[src/hw/rtl/sps_pkg.sv]
package sps_pkg;

  // Width of the fast-sample and near-hit counters (4 to 16)
  localparam int COUNTER_BITS = 8;
  localparam logic [COUNTER_BITS-1:0] CNT_MAX = '1;

  // Common width for comparing a counter with an 8-bit register
  localparam int CMP_W = (COUNTER_BITS > 8) ? COUNTER_BITS : 8;

  localparam int CFG_ADDR_W = 3;
  localparam int CFG_DATA_W = 16;

  // Register reset values
  localparam logic [15:0] NORMAL_PERIOD_RST  = 16'd5000;
  localparam logic [15:0] FAST_PERIOD_RST    = 16'd100;
  localparam logic [15:0] DISPLAY_PERIOD_RST = 16'd20000;
  localparam logic [9:0]  PULSE_HIGH_RST     = 10'd10;
  localparam logic [7:0]  FAST_LIMIT_RST     = 8'd100;
  localparam logic [7:0]  THRESHOLD_RST      = 8'd9;
  localparam logic [15:0] NEAR_LIMIT_RST     = 16'd3528;

  // Register indexes
  typedef enum logic [CFG_ADDR_W-1:0] {
    CFG_NORMAL_PERIOD  = 3'd0,
    CFG_FAST_PERIOD    = 3'd1,
    CFG_DISPLAY_PERIOD = 3'd2,
    CFG_PULSE_HIGH     = 3'd3,
    CFG_FAST_LIMIT     = 3'd4,
    CFG_THRESHOLD      = 3'd5,
    CFG_NEAR_LIMIT     = 3'd6
  } cfg_addr_t;

  // Sequencer phases, one-hot
  typedef enum logic [3:0] {
    PH_HIGH = 4'b0001,
    PH_IDLE = 4'b0010,
    PH_FAST = 4'b0100,
    PH_DISP = 4'b1000
  } phase_t;

  typedef struct packed {
    logic [15:0] normal_period_ms;
    logic [15:0] fast_period_ms;
    logic [15:0] display_period_ms;
    logic [9:0]  pulse_high_us;
    logic [7:0]  fast_sample_cap;
    logic [7:0]  hit_threshold;
    logic [15:0] near_echo_limit_us;
  } cfg_t;

  typedef struct packed {
    logic        trigger_level;
    logic        reschedule;
    logic [15:0] delay_value;
    logic        delay_in_ms;
    logic        display_en;
    logic        speaker_en;
  } result_t;

endpackage

[src/hw/rtl/sps_cfg.sv]
module sps_cfg (
  input  logic                                clk,
  input  logic                                rst,
  input  logic                                cfg_we,
  input  logic [sps_pkg::CFG_ADDR_W-1:0]      cfg_addr,
  input  logic [sps_pkg::CFG_DATA_W-1:0]      cfg_wdata,
  output sps_pkg::cfg_t                       cfg
);

  // Register file, written by index
  always_ff @(posedge clk) begin
    if (rst) begin
      cfg.normal_period_ms   <= sps_pkg::NORMAL_PERIOD_RST;
      cfg.fast_period_ms     <= sps_pkg::FAST_PERIOD_RST;
      cfg.display_period_ms  <= sps_pkg::DISPLAY_PERIOD_RST;
      cfg.pulse_high_us      <= sps_pkg::PULSE_HIGH_RST;
      cfg.fast_sample_cap    <= sps_pkg::FAST_LIMIT_RST;
      cfg.hit_threshold      <= sps_pkg::THRESHOLD_RST;
      cfg.near_echo_limit_us <= sps_pkg::NEAR_LIMIT_RST;
    end else if (cfg_we) begin
      unique case (sps_pkg::cfg_addr_t'(cfg_addr))
        sps_pkg::CFG_NORMAL_PERIOD:  cfg.normal_period_ms   <= cfg_wdata;
        sps_pkg::CFG_FAST_PERIOD:    cfg.fast_period_ms     <= cfg_wdata;
        sps_pkg::CFG_DISPLAY_PERIOD: cfg.display_period_ms  <= cfg_wdata;
        sps_pkg::CFG_PULSE_HIGH:     cfg.pulse_high_us      <= cfg_wdata[9:0];
        sps_pkg::CFG_FAST_LIMIT:     cfg.fast_sample_cap    <= cfg_wdata[7:0];
        sps_pkg::CFG_THRESHOLD:      cfg.hit_threshold      <= cfg_wdata[7:0];
        sps_pkg::CFG_NEAR_LIMIT:     cfg.near_echo_limit_us <= cfg_wdata;
        default: ;
      endcase
    end
  end

endmodule

[src/hw/rtl/sps_core.sv]
module sps_core (
  input  logic                 clk,
  input  logic                 rst,
  input  sps_pkg::cfg_t        cfg,
  input  logic                 fire,
  input  logic                 mode,
  input  logic [15:0]          echo_us,
  output sps_pkg::result_t     result,
  output sps_pkg::phase_t      phase
);

  sps_pkg::phase_t                  phase_next;
  sps_pkg::phase_t                  prior_phase, prior_phase_next;
  logic                             fast_mode, fast_mode_next;
  logic [sps_pkg::COUNTER_BITS-1:0] fast_samples, fast_samples_next;
  logic [sps_pkg::COUNTER_BITS-1:0] near_hits, near_hits_next;
  logic                             display_on, display_on_next;
  logic                             speaker_on, speaker_on_next;
  logic                             pin_level, pin_level_next;
  logic                             resched;
  logic [15:0]                      delay;
  logic                             in_ms;
  logic                             samples_left;
  logic                             hits_over;

  assign samples_left = sps_pkg::CMP_W'(fast_samples) < sps_pkg::CMP_W'(cfg.fast_sample_cap);
  assign hits_over    = sps_pkg::CMP_W'(near_hits) > sps_pkg::CMP_W'(cfg.hit_threshold);

  // Next state and result for the request in the input register
  always_comb begin
    phase_next        = phase;
    prior_phase_next  = prior_phase;
    fast_mode_next    = fast_mode;
    fast_samples_next = fast_samples;
    near_hits_next    = near_hits;
    display_on_next   = display_on;
    speaker_on_next   = speaker_on;
    pin_level_next    = pin_level;
    resched           = 1'b0;
    delay             = '0;
    in_ms             = 1'b0;
    if (mode) begin
      // echo: arm fast sampling first, then count near hits
      if (echo_us < cfg.near_echo_limit_us) begin
        if (!fast_mode) begin
          fast_mode_next = 1'b1;
        end else if (near_hits != sps_pkg::CNT_MAX) begin
          near_hits_next = near_hits + 1'b1;
        end
      end
    end else begin
      resched = 1'b1;
      unique case (phase)
        sps_pkg::PH_HIGH: begin
          pin_level_next = 1'b1;
          if (prior_phase == sps_pkg::PH_IDLE) begin
            phase_next = fast_mode ? sps_pkg::PH_FAST : sps_pkg::PH_IDLE;
          end else if (prior_phase == sps_pkg::PH_FAST) begin
            if (samples_left) begin
              if (hits_over) begin
                phase_next      = sps_pkg::PH_DISP;
                near_hits_next  = '0;
                speaker_on_next = 1'b1;
                display_on_next = 1'b1;
              end else begin
                phase_next = sps_pkg::PH_FAST;
              end
            end else begin
              phase_next      = sps_pkg::PH_IDLE;
              fast_mode_next  = 1'b0;
              display_on_next = 1'b0;
              speaker_on_next = 1'b0;
            end
          end else if (prior_phase == sps_pkg::PH_DISP) begin
            phase_next = sps_pkg::PH_FAST;
          end
          prior_phase_next = sps_pkg::PH_HIGH;
          delay            = 16'(cfg.pulse_high_us);
          in_ms            = 1'b0;
        end
        sps_pkg::PH_IDLE: begin
          pin_level_next    = 1'b0;
          fast_samples_next = '0;
          near_hits_next    = '0;
          speaker_on_next   = 1'b0;
          display_on_next   = 1'b0;
          prior_phase_next  = sps_pkg::PH_IDLE;
          phase_next        = sps_pkg::PH_HIGH;
          delay             = cfg.normal_period_ms;
          in_ms             = 1'b1;
        end
        sps_pkg::PH_FAST: begin
          pin_level_next = 1'b0;
          if (fast_samples != sps_pkg::CNT_MAX) begin
            fast_samples_next = fast_samples + 1'b1;
          end
          prior_phase_next = sps_pkg::PH_FAST;
          phase_next       = sps_pkg::PH_HIGH;
          delay            = cfg.fast_period_ms;
          in_ms            = 1'b1;
        end
        default: begin
          // display low
          pin_level_next    = 1'b0;
          speaker_on_next   = 1'b1;
          display_on_next   = 1'b1;
          fast_samples_next = '0;
          near_hits_next    = '0;
          prior_phase_next  = sps_pkg::PH_DISP;
          phase_next        = sps_pkg::PH_HIGH;
          delay             = cfg.display_period_ms;
          in_ms             = 1'b1;
        end
      endcase
    end
  end

  // Result reflects the state after this request
  always_comb begin
    result.trigger_level = pin_level_next;
    result.reschedule    = resched;
    result.delay_value   = delay;
    result.delay_in_ms   = in_ms;
    result.display_en    = display_on_next;
    result.speaker_en    = speaker_on_next;
  end

  // State registers, updated once per request
  always_ff @(posedge clk) begin
    if (rst) begin
      phase        <= sps_pkg::PH_IDLE;
      prior_phase  <= sps_pkg::PH_HIGH;
      fast_mode    <= 1'b0;
      fast_samples <= '0;
      near_hits    <= '0;
      display_on   <= 1'b0;
      speaker_on   <= 1'b0;
      pin_level    <= 1'b0;
    end else if (fire) begin
      phase        <= phase_next;
      prior_phase  <= prior_phase_next;
      fast_mode    <= fast_mode_next;
      fast_samples <= fast_samples_next;
      near_hits    <= near_hits_next;
      display_on   <= display_on_next;
      speaker_on   <= speaker_on_next;
      pin_level    <= pin_level_next;
    end
  end

endmodule

[src/hw/rtl/sonar_presence_sampler.sv]
// Channel  | Dir | Signals              | Content
// ---------+-----+----------------------+-----------------------------------------
// s_*      | in  | tvalid tready tdata  | timer expiry or echo width request
//          |     | tuser                |
// m_*      | out | tvalid tready tdata  | one result per request
//          |     | tuser                |
// cfg_*    | in  | we addr wdata        | register write, no wait, no read-back
//
// One request per cycle sustained while m_tready is high; after the s_ accept a request
// passes the input register, one pass through the phase update and the result register.
// rst is synchronous and active high; it loads register defaults and the idle-low phase.
// A stalled m_ side holds the result; one more request waits in the input register
// and s_tready drops only when both are full.
module sonar_presence_sampler (
  input  logic                               clk,
  input  logic                               rst,
  input  logic                               s_tvalid,
  output logic                               s_tready,
  input  logic [15:0]                        s_tdata,   // [15:0] echo_us
  input  logic                               s_tuser,   // [0] mode
  output logic                               m_tvalid,
  input  logic                               m_tready,
  output logic [23:0]                        m_tdata,   // [0] trigger_level, [1] reschedule,
                                                        // [17:2] delay_value,
                                                        // [18] display_en, [19] speaker_en
  output logic                               m_tuser,   // [0] delay_in_ms
  input  logic                               cfg_we,
  input  logic [sps_pkg::CFG_ADDR_W-1:0]     cfg_addr,
  input  logic [sps_pkg::CFG_DATA_W-1:0]     cfg_wdata
);

  sps_pkg::cfg_t    cfg;
  sps_pkg::result_t result;
  sps_pkg::result_t out_q;
  sps_pkg::phase_t  phase;
  logic             in_valid;
  logic             in_mode;
  logic [15:0]      in_echo;
  logic             fire;

  sps_cfg u_cfg (
    .clk       (clk),
    .rst       (rst),
    .cfg_we    (cfg_we),
    .cfg_addr  (cfg_addr),
    .cfg_wdata (cfg_wdata),
    .cfg       (cfg)
  );

  sps_core u_core (
    .clk     (clk),
    .rst     (rst),
    .cfg     (cfg),
    .fire    (fire),
    .mode    (in_mode),
    .echo_us (in_echo),
    .result  (result),
    .phase   (phase)
  );

  // Request moves on when the result register is free or being drained
  assign fire     = in_valid && (!m_tvalid || m_tready);
  assign s_tready = !in_valid || fire;

  // Input register
  always_ff @(posedge clk) begin
    if (rst) begin
      in_valid <= 1'b0;
    end else if (s_tready) begin
      in_valid <= s_tvalid;
    end
  end

  always_ff @(posedge clk) begin
    if (s_tvalid && s_tready) begin
      in_mode <= s_tuser;
      in_echo <= s_tdata;
    end
  end

  // Result register
  always_ff @(posedge clk) begin
    if (rst) begin
      m_tvalid <= 1'b0;
    end else if (fire) begin
      m_tvalid <= 1'b1;
    end else if (m_tready) begin
      m_tvalid <= 1'b0;
    end
  end

  always_ff @(posedge clk) begin
    if (fire) begin
      out_q <= result;
    end
  end

  assign m_tdata = {4'b0, out_q.speaker_en, out_q.display_en, out_q.delay_value,
                    out_q.reschedule, out_q.trigger_level};
  assign m_tuser = out_q.delay_in_ms;

  // Echo results carry no timer restart
  a_echo_no_delay: assert property (@(posedge clk) disable iff (rst)
    m_tvalid && !m_tdata[1] |-> (m_tdata[17:2] == 16'd0) && !m_tuser)
    else $error("echo result carries a delay");

  // Microsecond delay only comes from the trigger-high phase
  a_us_delay_pin_high: assert property (@(posedge clk) disable iff (rst)
    m_tvalid && m_tdata[1] && !m_tuser |-> m_tdata[0])
    else $error("microsecond delay with trigger low");

  // Millisecond delay only comes from a low phase
  a_ms_delay_pin_low: assert property (@(posedge clk) disable iff (rst)
    m_tvalid && m_tdata[1] && m_tuser |-> !m_tdata[0])
    else $error("millisecond delay with trigger high");

  // Display and speaker always switch together
  a_display_speaker: assert property (@(posedge clk) disable iff (rst)
    m_tvalid |-> m_tdata[18] == m_tdata[19])
    else $error("display and speaker enables differ");

  // A timer request in a low phase always leads to trigger high
  a_low_to_high: assert property (@(posedge clk) disable iff (rst)
    fire && !in_mode && (phase != sps_pkg::PH_HIGH) |=> phase == sps_pkg::PH_HIGH)
    else $error("low phase did not move to trigger high");

endmodule

[config.mk]
export PLATFORM = sky130hd
export DESIGN_NAME = sonar_presence_sampler
export DESIGN_NICKNAME = d
export VERILOG_FILES = /design/src/hw/rtl/sps_pkg.sv /design/src/hw/rtl/sps_cfg.sv /design/src/hw/rtl/sps_core.sv /design/src/hw/rtl/sonar_presence_sampler.sv
export SDC_FILE = /design/constraint.sdc
export NUM_CORES = 1
export LEC_CHECK = 0
export BUFFER_PORTS_ARGS = -buffer_cell sky130_fd_sc_hd__buf_2
export CAP_MARGIN = 10
export CORE_UTILIZATION = 62
export DETAILED_ROUTE_END_ITERATION = 16
export PLACE_DENSITY = 0.89
export SLEW_MARGIN = 40
export SYNTH_ARGS = -nofsm -noshare
export SYNTH_HDL_FRONTEND = slang
export SYNTH_SLANG_ARGS = --single-unit
[constraint.sdc]
create_clock -name clk -period 4.05 [get_ports clk]
set_input_delay 0.81 -clock clk [delete_from_list [all_inputs] [get_ports clk]]
set_output_delay 0.81 -clock clk [all_outputs]
set_load 0.05 [all_outputs]
==> flow_summary.json <==
{
  "yosysWarnings": 0,
  "cellPowerDensity_mw_per_mm2": 447,
  "wire_per_inst_um": 17.8,
  "drtIter0Drc": 733,
  "worst_pin_slew_ns": 0.770,
  "hp-class": "in2reg",
  "utilization_pct": 73.6,
  "setup_viol": 0,
  "cts_resized": 0,
  "path_max_fanout": 16,
  "cts_tree": "done",
  "path_delay_family": "simple AND/OR/NAND/NOR gates",
  "drive_gt1_share_pct": 14.3,
  "path_buf_inv": 2,
  "synth_edf_count": 38,
  "critPathCaptureType": "flip-flop",
  "crit_slowest_cell": "edfxtp_1",
  "place_area_mm2": 0.00741,
  "slew_headroom_pct": 48.5,
  "cts_buffers": 17,
  "outcome": "finished, final reports clean",
  "cp_data_arrival_time_ns": 3.14,
  "start_kind": "flip-flop",
  "netlist_instances": 777,
  "async_flop_share_pct": 0,
  "worstSetupPathType": "reg2reg",
  "critical_path.max_stage_delay_ns": 0.65,
  "ys_seq_area_share_pct": 50.8,
  "grt_pass1_wl_um": 28200,
  "htree_levels": 4,
  "ys.flop_type": "dfxtp_1",
  "grt_pass1_vias": 6034,
  "drv_cap": 0,
  "synth_top_area_share_pct": 34.4,
  "grt_usage_pct": 31.7,
  "gp_congestion": 0.853,
  "place_hpwl_um": 11200,
  "insertion_delay_ns": 0.54,
  "coreArea_mm2": 0.0109,
  "layout_min_cycle_time_ns": 2.72,
  "dieArea_mm2": 0.0117,
  "p_leak_nw": 3.15,
  "cts.sinks": 158,
  "vias_per_cell": 6.22,
  "holdWs_ns": 0.442,
  "grt_remaining_overflow": 0,
  "io-pin-count": 68,
  "num_antenna_cells": 0,
  "die_w_um": 108,
  "fin_tns_setup_ns": 0,
  "clock_skew_ns": 0.00596,
  "antenna_found_initial": 0,
  "synthTopCellsByArea": "dfxtp_1 (34%), edfxtp_1 (16%), nand2_1 (11%)",
  "fp-row-count": 38,
  "dr.pass1.iters": 9,
  "power_mw": 3.58,
  "hold_viol": 0,
  "layout_worst_path_cycle_share_pct": 67.2,
  "path_clk_slew_ns": 0.06,
  "fmax_mhz": 368,
  "drt-total-wl_um": 17500,
  "cts_hold_buf": 0,
  "synth_top_area_cell": "dfxtp_1",
  "portBuffers": 63,
  "rsz0062_at_grt": "no",
  "synth.distinct_cells": 58,
  "drc": 0,
  "clockBufferDepth": 2,
  "root_buffer": "clkbuf_8",
  "nNetsFinal": 906,
  "drv_slew": 0,
  "area.growth.synth_to_final_pct": 14.8,
  "start_util_pct": 64.1,
  "dr_total_vias": 6135,
  "ant_nets": 0,
  "grt_max_degree": 57,
  "die_h_um": 108,
  "post_cts_buffers": 0,
  "avgSynthCellArea_um2": 8.99,
  "crit_required_ns": 4.47,
  "syn-cell-area_mm2": 0.00698,
  "final_area_mm2": 0.00802,
  "ys_ff_latch": 158,
  "path_cells": "buf_6, inv_2, or4_4, a311oi_2, o211ai_1, mux2i_1, nor4_1",
  "peakVddDrop_mv": 0.303
}
==> final cells by class <==
cell class,count,area (µm²)
clock inverter,9,104
inverter,38,143
tap,140,175
fill,730,2870
timing repair buffer,74,404
sequential,158,3540
multi-input combinational,544,3150
clock buffer,23,499
==> sequential cells by signal (all words and copies together) (netlist names) <==
name,cells
u_core.speaker_on,1
in_echo,16
u_cfg.cfg,90
m_tuser,1
m_tdata,20
in_mode,1
u_core.near_hits,8
u_core.display_on,1
u_core.prior_phase,4
in_valid,1
u_core.fast_samples,8
u_core.fast_mode,1
m_tvalid,1
u_core.phase,4
u_core.pin_level,1
==> layout by cell type, fill, tap and decap left out, types with 3 or more instances in the layout <==
cell | synthesis | final
buf_4 | 5 | 11
a21o_1 | 5 | 5
nand2_1 | 200 | 200
nor2b_1 | 5 | 5
edfxtp_1 | 38 | 38
nor3_1 | 6 | 6
nand2b_1 | 11 | 11
mux2i_1 | 10 | 10
a211o_1 | 4 | 4
o211ai_1 | 5 | 5
nor2_1 | 37 | 35
o21ai_0 | 12 | 12
nor3_2 | 3 | 3
nor4b_2 | 3 | 3
inv_1 | 36 | 36
nand3_1 | 10 | 10
nand4_1 | 5 | 5
and3_1 | 3 | 3
and2_1 | 3 | 3
nor4_1 | 6 | 6
nand3b_1 | 24 | 24
clkbuf_16 | 0 | 18
clkinv_2 | 0 | 4
a222oi_1 | 16 | 16
xnor2_1 | 3 | 3
ha_1 | 32 | 32
clkbuf_8 | 0 | 3
buf_2 | 1 | 62
conb_1 | 1 | 4
dfxtp_1 | 120 | 120
or3_1 | 6 | 6
a21oi_1 | 96 | 96
==> power by group <==
group,internal (mW),total (mW),switching [mW]
combinational,0.0864,0.288,0.201
sequential,1.67,1.69,0.0248
clock,0.982,1.61,0.625
==> cell usage after synthesis (10+ instances only) <==
cell / instances
nand2b_1: 11
a21oi_1: 96
nor2_1: 37
o21ai_0: 12
nand3_1: 10
mux2i_1: 10
inv_1: 36
nand2_1: 200
a222oi_1: 16
dfxtp_1: 120
nand3b_1: 24
clkbuf_1: 34
ha_1: 32
edfxtp_1: 38
==> path summary, 6_finish.rpt <==
kind                               from                          endpoint  slack [ns]  cells past startpoint
max                   in_mode$_DFFE_PP_  u_core.near_hits[3]$_SDFFE_PP0P_        1.33                      7
min reg2reg  u_cfg.cfg[45]$_SDFFE_PP0P_        u_cfg.cfg[45]$_SDFFE_PP0P_        0.46                      2
min                          s_tdata[3]              in_echo[3]$_DFFE_PP_        0.44                      1
max reg2reg           in_mode$_DFFE_PP_  u_core.near_hits[3]$_SDFFE_PP0P_        1.33                      7
==> kinds of logic (layout without fill, tap and decap cells) <==
kind of cell	count (synthesis)	in the layout	share of synthesized area (%)
buffers and inverters	78	144	4.48
muxes	10	10	1.43
adders and majority gates	32	32	5.73
other	1	4	0.0537
and+or+nand+nor	331	331	22.2
xor gates and xnor gates	5	5	0.627
DFF	158	158	50.8
AOI/OAI and AO/OA	162	162	14.7
==> routing by layer <==
metal | part of all wire [%] | track usage (%)
met1 | 38 | 38.0
met2 | 47 | 51.8
met3 | 10 | 7.47
met4 | 4.4 | 18.9
met5 | 0 | 0
==> stage by stage <==
| stage | cells | worst slack (ns) |
|---|---|---|
| floorplan | 780 | 1.47 |
| global placement | 953 | 1.30 |
| detailed placement | 954 | 1.43 |
| CTS | 986 | 1.44 |
| global route | 986 | 1.34 |
| finish | 986 | 1.33 |
(Power assumes the default switching activity.)
